## config.mk

```make
export PLATFORM = sky130hd
export DESIGN_NAME = tun_sqrt_cell
export DESIGN_NICKNAME = d
export VERILOG_FILES = /design/src/rtl/tun_sqrt_cell.sv
export SDC_FILE = /design/constraint.sdc
export NUM_CORES = 1
export LEC_CHECK = 0
export ABC_CLOCK_PERIOD_IN_PS = 800
export BUFFER_PORTS_ARGS = -buffer_cell sky130_fd_sc_hd__buf_4
export CORE_AREA = 3 3 201 203
export DETAILED_ROUTE_END_ITERATION = 8
export DIE_AREA = 0 0 204 206
export GPL_TIMING_DRIVEN = 0
export REMOVE_ABC_BUFFERS = 1
export SLEW_MARGIN = 5
export SYNTH_ARGS = -nofsm -noshare
export SYNTH_HDL_FRONTEND = slang
export SYNTH_SLANG_ARGS = --single-unit
```

## constraint.sdc

```tcl
create_clock -name clk -period 0.8 [get_ports clk]
set_input_delay 0.12 -clock clk [delete_from_list [all_inputs] [get_ports clk]]
set_output_delay 0.12 -clock clk [all_outputs]
set_load 0.02 [all_outputs]
```

## src/rtl/tun_sqrt_cell.sv

```systemverilog
// One restoring square-root cell: resolves one root bit per stage.
`timescale 1ns / 1ps
module tun_sqrt_cell #(
	parameter int SW  = 72,
	parameter int LW  = 36,
	parameter int RW  = 38,
	parameter int SDW = 108,
	parameter int IDX = 0
) (
	input  logic           clk,
	input  logic           arst_n,
	input  logic           v_i,
	input  logic [SW-1:0]  sum_i,
	input  logic [RW-1:0]  rem_i,
	input  logic [LW-1:0]  root_i,
	input  logic [SDW-1:0] side_i,
	output logic           v_o,
	output logic [SW-1:0]  sum_o,
	output logic [RW-1:0]  rem_o,
	output logic [LW-1:0]  root_o,
	output logic [SDW-1:0] side_o
);
	logic [RW+1:0] t;
	logic [RW+1:0] trial;
	logic          ge;
	logic [RW+1:0] diff;

	always_comb begin
		t     = {rem_i, sum_i[2*IDX+1 -: 2]};
		trial = (RW+2)'({root_i, 2'b01});
		ge    = t >= trial;
		diff  = t - trial;
	end

	always_ff @(posedge clk or negedge arst_n) begin
		if (!arst_n) begin
			v_o <= 1'b0;
		end else begin
			v_o <= v_i;
		end
	end

	always_ff @(posedge clk) begin
		sum_o  <= sum_i;
		side_o <= side_i;
		rem_o  <= ge ? diff[RW-1:0] : t[RW-1:0];
		root_o <= {root_i[LW-2:0], ge};
	end
endmodule

```

; ---- Yosys cells after proc, flatten, opt, wreduce, memory -nomap -nowiden
; Cells that the tools add are included.
[totals]
inputBits = 257
word_cells = 8
reg_bits = 255
out_inout_bits = 255
[classes]
n_addsub = 1
muxes = 1
magnitude_cmp = 1
[ops]
columns = operator, n
row1 = $ge 40x38->1, 1
row2 = $mux 38, 1
row3 = $sub 38x38->38, 1

; ---- Depth between registers and ports, before layout
[logic_depth]
ltp_word = 2
mapped_depth = 13
depth_no_buf = 10

; ---- Worst setup path before layout
; No wires, ideal clock.
[synth_timing]
path_kind = in2reg
from = in root_i[3]
to = reg rem_o[30]
slack_ns = -1.742
arrival_time_ns = 2.421
cell_stages = 12
setup_ns = 0.121
path_buffers = 2
t_required_ns = 0.679
path_cell_list = inv_1 -> ha_1 -> and2_4 -> a221oi_2 -> nand2_1 -> a31o_2 -> a21oi_4 -> a21oi_1 -> o31a_1 -> buf_6 -> buf_6 -> mux2_4
[synth_between]
elab_chain_len = 2
word_cells_on_any_way = 3
cone_classes = add/sub (1) / order compare (1) / mux (1)
[synth_rtl]
columns = element, line
row1 = "start, declared", 15  ; input logic [LW-1:0] root_i,
row2 = $ge 40x38->1, 31  ; ge = t >= trial;
row3 = named net ge, 25  ; logic ge;
row4 = $mux 38, 46  ; rem_o <= ge ? diff[RW-1:0] : t[RW-1:0];
row5 = "end signal, assigned", 46
row6 = "end, declared", 19  ; output logic [RW-1:0] rem_o,
; The timed path passes the listed nets, and every way through them passes these cells.

; ---- Final worst setup path
[layout_timing]
from = in root_i[25]
to = reg rem_o[20]
[layout_between]
elab_chain_len = 2
[layout_rtl]
columns = element, line
row1 = $ge 40x38->1, 31
row2 = $mux 38, 46
; Every way passes these cells.

==> summary.txt <==
Timing
  • RSZ-0062 raised after global routing: yes
  • Min setup slack post-route: -1200 ps
  • Max Clock Freq: 500 MHz
  • Tmin final: 2000 ps
  • Worst Max-Slew Pin Slew: 518 ps
  • Max-slew violation count: 0
  • Final setup violation count: 294
  • Endpoints failing hold: 0
  • Max-slew headroom: 0.655
  • WHS: 35.6 ps
  • Final Cycle Share: 2.50

Global route
  • First-pass GRT wire length: 56.7 mm
  • Total GRT Usage: 0.179
  • Pin count of the biggest net entering global routing: 16
  • Global route overflow: 0
  • Initial antenna violation count: 7
  • Vias in the first global route: 9191

Yosys
  • Top FF cell, synth: dfxtp_1
  • EDFF count, synth: 0
  • Area leader, netlist: dfxtp_1
  • Post-synth top area share: 0.633
  • Yosys reg bits: 255
  • Top post-synthesis cells by count: dfxtp_1, inv_1, a21oi_1
  • Distinct cells, synth: 62
  • Post-synthesis sequential area ratio: 0.636
  • Synth warn: 0
  • Ys async rst share: 0.00392
  • Avg Cell Area, Syn: 11.9 sq um
  • Top cells by area, synth: dfxtp_1, ha_1, mux2_2
  • Count leader, synth: dfxtp_1
  • Post-Synthesis Cells: 678
  • Synth Cell Area: 8040 sq um

Floorplanning
  • Core ar.: 38600 sq um
  • Rows: 72
  • DIE HEIGHT: 206 microns
  • Die area: 42000 sq um
  • IO Count: 512
  • Initial Util: 0.208
  • Die extent in x: 204 microns

Cells and area
  • Syn-to-layout area delta: 128%
  • Fill cells: 3287
  • Share of cells above drive strength 1: 0.645
  • Final non-filler cell total: 2040
  • # nets final: 1792

Status
  • Failing checks: setup timing
  • Status: finished with violations

Min path
  • Type of the tightest min-delay check: in2reg

Power and ir drop
  • Switching Power: 10500 uW
  • Pleak: 0.00819 uW
  • Internal Pwr Total: 27000 uW
  • Final Power: 37500 uW
  • Sw Ratio: 0.280
  • Sequential Power Share: 0.387
  • Cell Pwr Density: 2040 nW/um^2
  • Maximum vdd drop: 1.95 mV
  • Clock power frac: 0.350
  • Logic pwr share: 0.263

Clock tree
  • CTS buffer count: 28
  • Reg clk slew, reported paths: 60 ps
  • Clock sinks: 255
  • Maximum clock path buffer count: 3
  • Max H-tree Level: 1
  • CTS root buf: clkbuf_16
  • CTS tree: yes

Routing
  • Routed wire length: 40.4 mm
  • Antenna viol nets, final: 0
  • Routed vias/inst: 4.17
  • Detailed Routing Iterations Pass 1: 4
  • Routed len/inst: 19.8 microns
  • DRC Markers: 0
  • Via count: 8505
  • DR iter-0 viols: 290

Placed design
  • Hpwl dp: 26.3 mm
  • Port Buffers: 511
  • Post-place setup slack: -2810 ps
  • Placed Cells: 1692
  • RD Place Congestion: 0.821

Critical path
  • Critical path required time: 1250 ps
  • Max Fanout on Critical Path: 5
  • Critical Path AT: 2450 ps
  • CP endpoint kind: flip-flop
  • CP Launch Type: input pin
  • Setup CP Type: in2reg

Flow run
  • Max cap viols: 0
[state kept, by name (all words and copies together), names as in the netlist]
name	count
sum_o	72
side_o	108
v_o	1
root_o	36
rem_o	38
[cells in the final DEF (no fill, tap or decap), types with 4 or more instances in the layout]
master	n
nor2_1	23
o21ai_0	18
o21ai_1	5
clkbuf_16	28
inv_1	41
a21oi_4	4
o21bai_1	6
nand2b_1	6
nand2_1	26
clkbuf_1	5
xnor2_1	19
clkinv_2	4
o21ai_2	4
xor2_1	11
mux2_4	9
ha_1	12
a21oi_1	27
nand3_1	8
a21o_1	15
dlygate4sd3_1	256
buf_12	4
ha_2	4
nand4_1	8
ha_4	22
buf_6	263
dfxtp_2	254
a21oi_2	13
mux2_2	26
buf_4	276
inv_2	4
clkbuf_8	8
nor3_1	12
[cells by family after synthesis]
group | after synthesis | share of synthesized area
adders and majority gates | 38 | 0.0592
DFF | 255 | 0.636
AOI/OAI and AO/OA | 134 | 0.109
and+or+nand+nor | 119 | 0.0750
buffers and inverters | 64 | 0.0324
xor gates and xnor gates | 30 | 0.0327
muxes | 38 | 0.0556
[area by class of cell]
class / count / area (sq um) / area share
timing repair buffer: 803 / 7760 / 0.423
sequential: 255 / 5430 / 0.296
multi-input combinational: 361 / 3370 / 0.184
clock buffer: 41 / 830 / 0.0452
tap: 518 / 648 / 0.0353
inverter: 48 / 188 / 0.0102
clock inverter: 11 / 123 / 0.00668
antenna: 3 / 7.51 / 0.000409
[per-stage QoR]
step / area [sq um] / utilization / TNS, ps
final: 18400 / 0.475 / -124810
after global routing: 18400 / 0.475 / -137650
after CTS: 17900 / 0.463 / -136630
after detailed placement: 12500 / 0.323 / -103760
after global placement: 12400 / 0.322 / -145660
after floorplan: 7960 / - / -96210
[worst paths after layout]
| check | start | end | slack [ps] | depth (start not counted) |
|---|---|---|---|---|
| max in group asynchronous | arst_n | v_o | 290 | 3 |
| setup / recovery | root_i[25] | rem_o[20] | -1200 | 13 |
| min in group asynchronous | arst_n | v_o | 400 | 3 |
| hold / removal | sum_i[0] | rem_o[1] | 40 | 4 |
[critical path: stages]
cell	delay, ps
buf_4	110
inv_1	100
ha_4	230
nand2_1	80
o21ai_1	100
o41ai_2	280
o21ai_2	160
o211ai_1	310
a21oi_4	60
buf_6	130
buf_6	100
o31a_4	360
mux2_4	300
[power groups by stage]
stage / Sequential [uW] / Clock [uW] / Combinational, uW
final: 14500 / 13100 / 9850
after global routing: 14600 / 14000 / 10400
after CTS: 14400 / 13400 / 9390
after detailed placement: 14300 / 0 / 6990
after global placement: 14300 / 0 / 6950
after floorplan: 15600 / 0 / 2110
[routing by layer]
layer	GRT usage	up-vias	routed length, microns
met4	0.0892	10	2190
met1	0.182	4028	14300
met3	0.0599	107	3110
li1	-	3999	-
met5	0	-	69
met2	0.327	361	20800
[what timing repair did]
action,4_1_cts,5_1_grt
cloned,3,0
setup buffers,21,14
endpoints found under the setup margin,294,294
endpoints found under the hold margin,255,5
hold buffers,251,5
gates resized for setup,600,63
pin swaps,24,31
(Power assumes the default switching activity.)
