===== src/rtl/tun_div_cell.sv =====
// One restoring division cell: resolves one quotient bit of all three components.
`timescale 1ns / 1ps
module tun_div_cell #(
	parameter int LW    = 36,
	parameter int QW    = 15,
	parameter int SDW   = 3,
	parameter bit FIRST = 1'b0
) (
	input  logic                 clk,
	input  logic                 arst_n,
	input  logic                 v_i,
	input  logic [LW-1:0]        len_i,
	input  logic [2:0][LW:0]     rem_i,
	input  logic [2:0][QW-1:0]   q_i,
	input  logic [SDW-1:0]       side_i,
	output logic                 v_o,
	output logic [LW-1:0]        len_o,
	output logic [2:0][LW:0]     rem_o,
	output logic [2:0][QW-1:0]   q_o,
	output logic [SDW-1:0]       side_o
);
	logic [2:0][LW+1:0] r2;
	logic [2:0]         ge;
	logic [2:0][LW+1:0] diff;

	always_comb begin
		for (int k = 0; k < 3; k++) begin
			r2[k]   = FIRST ? (LW+2)'(rem_i[k]) : {rem_i[k], 1'b0};
			ge[k]   = r2[k] >= (LW+2)'(len_i);
			diff[k] = r2[k] - (LW+2)'(len_i);
		end
	end

	always_ff @(posedge clk or negedge arst_n) begin
		if (!arst_n) begin
			v_o <= 1'b0;
		end else begin
			v_o <= v_i;
		end
	end

	always_ff @(posedge clk) begin
		len_o  <= len_i;
		side_o <= side_i;
		for (int k = 0; k < 3; k++) begin
			rem_o[k] <= ge[k] ? diff[k][LW:0] : r2[k][LW:0];
			q_o[k]   <= QW > 1 ? {q_i[k][QW-2:0], ge[k]} : QW'(ge[k]);
		end
	end
endmodule


===== config.mk =====
export PLATFORM = sky130hd
export DESIGN_NAME = tun_div_cell
export DESIGN_NICKNAME = d
export VERILOG_FILES = /design/src/rtl/tun_div_cell.sv
export SDC_FILE = /design/constraint.sdc
export NUM_CORES = 1
export LEC_CHECK = 0
export ABC_AREA = 1
export CORE_AREA = 5 5 158 160
export CTS_BUF_LIST = sky130_fd_sc_hd__clkbuf_2
export CTS_CLUSTER_SIZE = 28
export DETAILED_ROUTE_END_ITERATION = 10
export DIE_AREA = 0 0 163 165
export DONT_BUFFER_PORTS = 1
export PLACE_DENSITY = 0.79
export SLEW_MARGIN = 20
export SYNTH_ARGS = -nofsm -noshare
export SYNTH_HDL_FRONTEND = slang
export SYNTH_SLANG_ARGS = --single-unit

===== constraint.sdc =====
create_clock -name clk -period 0.8 [get_ports clk]
set_input_delay 0.08 -clock clk [delete_from_list [all_inputs] [get_ports clk]]
set_output_delay 0.08 -clock clk [all_outputs]
set_load 0.05 [all_outputs]

==> results.md, run 1 <==
- Hold buffer count at CTS: 227
- Clk buf depth: 2
- Die Height: 165 um
- YS warnings: 0
- Htree depth: 4
- Tool error: [ERROR DPL-0038] Utilization greater than 100%, impossible to legalize
- RePlAce Congestion: 1.13
- Post-Syn Area: 14000 um2
- PostCTS Resize Cnt: 671
- Netlist cell types: 33
- Failed at: 4_1_cts
- Syn nets: 2582
- Site Rows: 56
- IO Port Bufs: 0
- Seq/Total Area, Yosys: 28.1%
- TritonCTS Buffers: 17
- Clk sinks: 196
- Starting Density: 60.2%
- Area leader, netlist: dfxtp_1
- Main area contributors after synthesis: dfxtp_1 28%, nand2_1 25%, inv_1 9.9%
- Chip Width: 163 um
- Top Ports: 394
- Post-CTS setup buffers: 79
- Syn Inst Count: 2273
- Mean post-synth cell area: 6.16 um2
- Status: did not finish
- Clk Tree Root Cell: clkbuf_2
- Number of synthesized register bits: 196
- HPWL Detailed: 59400 um
- Area share of the largest cell type after synthesis: 27.9%
==> cell usage after synthesis <==
cell type  number
o21ai_2        16
or2_2           2
nand2_4         1
dfrtp_1         1
fa_1            3
nor3_1         18
nand4_1        11
a21boi_0        1
o21ai_0        19
a21oi_1        77
nor4_1          1
nand3_2        25
xnor2_1        16
and2_1          2
nor2_1        212
nor2_4          4
inv_1         371
buf_2          11
buf_12          3
dfxtp_1       195
nand3_1       109
nand2_2        22
a21oi_2         2
and3_1          3
buf_6          10
nand2_1       933
ha_1          108
o21bai_1       18
o21a_1          1
inv_2           2
xor2_1         41
nor2_2         11
nand3b_1       24
==> logic make-up after synthesis <==
logic type | synth area share [%]
AND/OR/NAND/NOR | 41.0
buffers and inverters | 11.6
flip-flops | 28.1
AO/OA/AOI/OAI | 5.63
adder cells (fa/ha/maj) | 10.1
XOR/XNOR | 3.57
==> per-stage QoR <==
stage | TNS, ps | hold slack [ps] | area (um2) | setup WS [ps] | cells
3_5_place_dp | -147830 | -216 | 20900 | -1430 | 3085
3_3_place_gp | -128460 | -216 | 20900 | -1200 | 3085
2_1_floorplan | -90130 | -216 | 14300 | -812 | 2273
==> inputs of run 2 (changes only) <==
==> config.mk (replaced) <==
export PLATFORM = sky130hd
export DESIGN_NAME = tun_div_cell
export DESIGN_NICKNAME = d
export VERILOG_FILES = /design/src/rtl/tun_div_cell.sv
export SDC_FILE = /design/constraint.sdc
export NUM_CORES = 1
export LEC_CHECK = 0
export ABC_AREA = 1
export CORE_AREA = 5 5 194 196
export DETAILED_ROUTE_END_ITERATION = 10
export DIE_AREA = 0 0 199 201
export DONT_BUFFER_PORTS = 1
export PLACE_DENSITY_LB_ADDON = 0.15
export SLEW_MARGIN = 20
export SYNTH_ARGS = -nofsm -noshare
export SYNTH_HDL_FRONTEND = slang
export SYNTH_SLANG_ARGS = --single-unit
==> constraint.sdc (replaced) <==
create_clock -name clk -period 1 [get_ports clk]
set_input_delay 0.1 -clock clk [delete_from_list [all_inputs] [get_ports clk]]
set_output_delay 0.1 -clock clk [all_outputs]
set_load 0.05 [all_outputs]
==> results.md, run 2 <==
- Global-route wire length before repair: 91300 um
- Setup repair after global routing missed its margin: yes
- Main area contributors after synthesis: dfxtp_1 28%, nand2_1 25%, inv_1 9.9%
- Slowest stage cell, crit path: ha_1
- Status: complete, but fails checks
- CP Launch Type: primary input
- Cells after DPL: 3284 (+6.5%)
- Placement Cell Area: 19100 um2 (-8.8%)
- Starting Density: 39.0% (-21 points)
- Final nets: 3379
- CTS tree: done
- Post-synthesis xor/xnor area fraction: 3.57% (unchanged)
- Number of synthesized flops with an enable pin: 0 (unchanged)
- Most common cell after layout, fill and taps aside: nand2_1
- Chip Width: 199 um (+22%)
- Post-Syn Area: 14000 um2 (unchanged)
- Adder-Cell Fraction of Synth Area: 10.1% (unchanged)
- Vias: 17.1k
- All-Layer GR Usage: 29.5%
- DIE AREA: 40000 um2
- Final Slew Violations: 0
- Synth Area in Simple Gates: 41.0% (unchanged)
- Post-route cell area: 24900 um2
- Site Rows: 70 (+25%)
- Worst-path clk slew: 80 ps
- Leakage Power: 12.8 nW
- Largest net degree at the start of global routing: 33
- Syn nets: 2582 (unchanged)
- Regs by FF count: rem_o x111, q_o x45, len_o x36
- Cell with the most instances after synthesis: nand2_1
- Post-Route WL: 66700 um
- Seq/Total Area, Yosys: 28.1% (unchanged)
- Hold depth: 0
- GR Overflow Total: 0
- Worst path required time: 1360 ps
- Failing checks: hold timing, setup timing
- Max reg flops: 111
- Peak VDD IR: 1.66 mV
- TritonRoute pass-1 iters: 7
- Top Ports: 394 (unchanged)
- Clk Tree Root Cell: clkbuf_16
- Syn Inst Count: 2273 (unchanged)
- Vias per cell: 4.81
- Final Setup Violations: 310
- Number of synthesized register bits: 196 (unchanged)
- Crit Path Max Fanout: 4
- Max Cap Viol: 0
- Min Tclk post-route: 1650 ps
- Post-synthesis mux area share: 0% (unchanged)
- Storage cell area: 4190 um2
- Pwr Density: 1410 nW/um2
- Clk sinks: 196 (unchanged)
- Worst min path class: in -> reg
- DR WL/cell: 18.8 um
- Synth Flop Type: dfxtp_1
- DRT antenna net count: 0
- Vias in the first global route: 16.1k
- Largest family of logic cells by synthesized area: simple AND/OR/NAND/NOR gates
- Synth Area in Compound Gates: 5.63% (unchanged)
- Worst hold endpoint: len_o[1]
- RePlAce Congestion: 0.949 (-16%)
- Fillers: 2966
- Actual slew at the worst max-slew pin: 357 ps
- YS warnings: 0 (unchanged)
- Synth cell count leaders: 933 x nand2_1, 371 x inv_1, 212 x nor2_1
- Final Hold Fails: 5
- Final instance count without filler cells: 3551
- Min Hold Slack: -343 ps
- Ys async rst share: 0.510% (unchanged)
- CP Capture Type: flip-flop
- Clk buf depth: 2 (unchanged)
- Crit Path Class: in -> reg
- Setup ws final: -649 ps
- Hold_sp: len_i[1]
- IO Port Bufs: 0 (unchanged)
- Area grow syn2layout: 77.9%
- Critical path data arrival time: 2010 ps
- Die Height: 201 um (+22%)
- Part of the cycle the worst path needs: 165%
- Area leader, netlist: dfxtp_1
- Area share of the largest cell type after synthesis: 27.9% (unchanged)
- Mean post-synth cell area: 6.16 um2 (unchanged)
- DRC: 0
- HPWL Detailed: 49300 um (-17%)
- Area occupied by multi-input gates: 9870 um2
- Share of post-route cells with drive strength above 1: 38.4%
- Htree depth: 4 (unchanged)
- Initial drt markers: 1016
- Most flop-heavy register: rem_o
- Netlist cell types: 33 (unchanged)
- Antenna violations before repair: 1
- Most used cell, CP: nand2_1
- Commonest cells after routing, fill and taps aside: 826 x nand2_1, 375 x buf_4, 352 x inv_1
- F_max: 0.606 GHz
- Core area: 35900 um2
- Slew Limit Headroom: 76.0%
- Antenna Cells: 0
- Worst path cell trace: clkinvlp_4 > ha_1 > nand2_1 > nor2_1 > o21ai_0 > nand2_1 > nand2_1 > nand2_1 > nand2_1 > nand2_1 > nand2_1 > nand3_1 > nand2_1
- Critical Path Max Stage Delay: 400 ps
- TritonCTS Buffers: 17 (unchanged)
[run 2: worst max path at each step]
stage / startpoint / end / slack (ps) / cells past startpoint
global route: len_i[3] / rem_o[33] / -720 / 14
CTS: len_i[18] / rem_o[35] / -540 / 13
finish: len_i[3] / rem_o[65] / -650 / 13
detailed placement: len_i[33] / rem_o[65] / -1170 / 12
global placement: len_i[33] / rem_o[65] / -1190 / 12
floorplan: len_i[20] / rem_o[10] / -630 / 14
[run 2: report_power, final]
part	internal, mW	switching [mW]	leakage [nW]
registers	9.22	0.869	1.66
clock network	3.39	3.79	0.292
logic	7.67	10.1	10.8
[run 2: timing repair]
action | CTS | global route
cloned | 1 | 9
pin swaps | 32 | 38
hold buffers | 189 | 2
endpoints found under the hold margin | 192 | 7
setup endpoints to repair | 310 | 310
setup buffers | 19 | 15
gates resized for setup | 179 | 642
[run 2: cell families after synthesis]
logic type	count (synthesis)
and+or+nand+nor	1378
buffers and inverters	397
DFF	196
AOI/OAI and AO/OA	134
adders and majority gates	111
xor gates and xnor gates	57
[run 2: worst max-delay path, delay by kind of cell]
kind / cells / cell delay (ps)
buf+inv: 1 / 150
fa+ha+maj: 1 / 400
simple gates: 10 / 1210
compound gates: 1 / 140
[run 2: final cells by class]
class / count / area share [%]
clock inverters: 15 / 0.728
inverters: 373 / 5.96
multi-input cells: 1680 / 39.6
well taps: 468 / 2.35
clock buffers: 17 / 1.71
repair buffers: 802 / 32.8
flip-flops and latches: 196 / 16.8
[run 2: routing by layer]
| metal | routed length, um | global-route usage [%] |
|---|---|---|
| met5 | 12 | 0 |
| met4 | 2760 | 10.6 |
| met3 | 5220 | 5.84 |
| met2 | 30200 | 47.4 |
| met1 | 28500 | 39.3 |
[run 2: stage by stage]
step / util [%] / setup slack [ps] / total power [mW] / hold slack [ps] / setup TNS, ps
2_1_floorplan: - / -632 / 18.6 / -196 / -69610
6_report: 69.4 / -649 / 35.1 / -343 / -73750
3_5_place_dp: 53.1 / -1170 / 24.0 / -196 / -121690
5_1_grt: 69.4 / -721 / 36.6 / -365 / -88750
4_1_cts: 63.0 / -542 / 32.4 / -369 / -74780
3_3_place_gp: 53.1 / -1190 / 23.9 / -196 / -119460
Power figures use the tool's default switching activity.
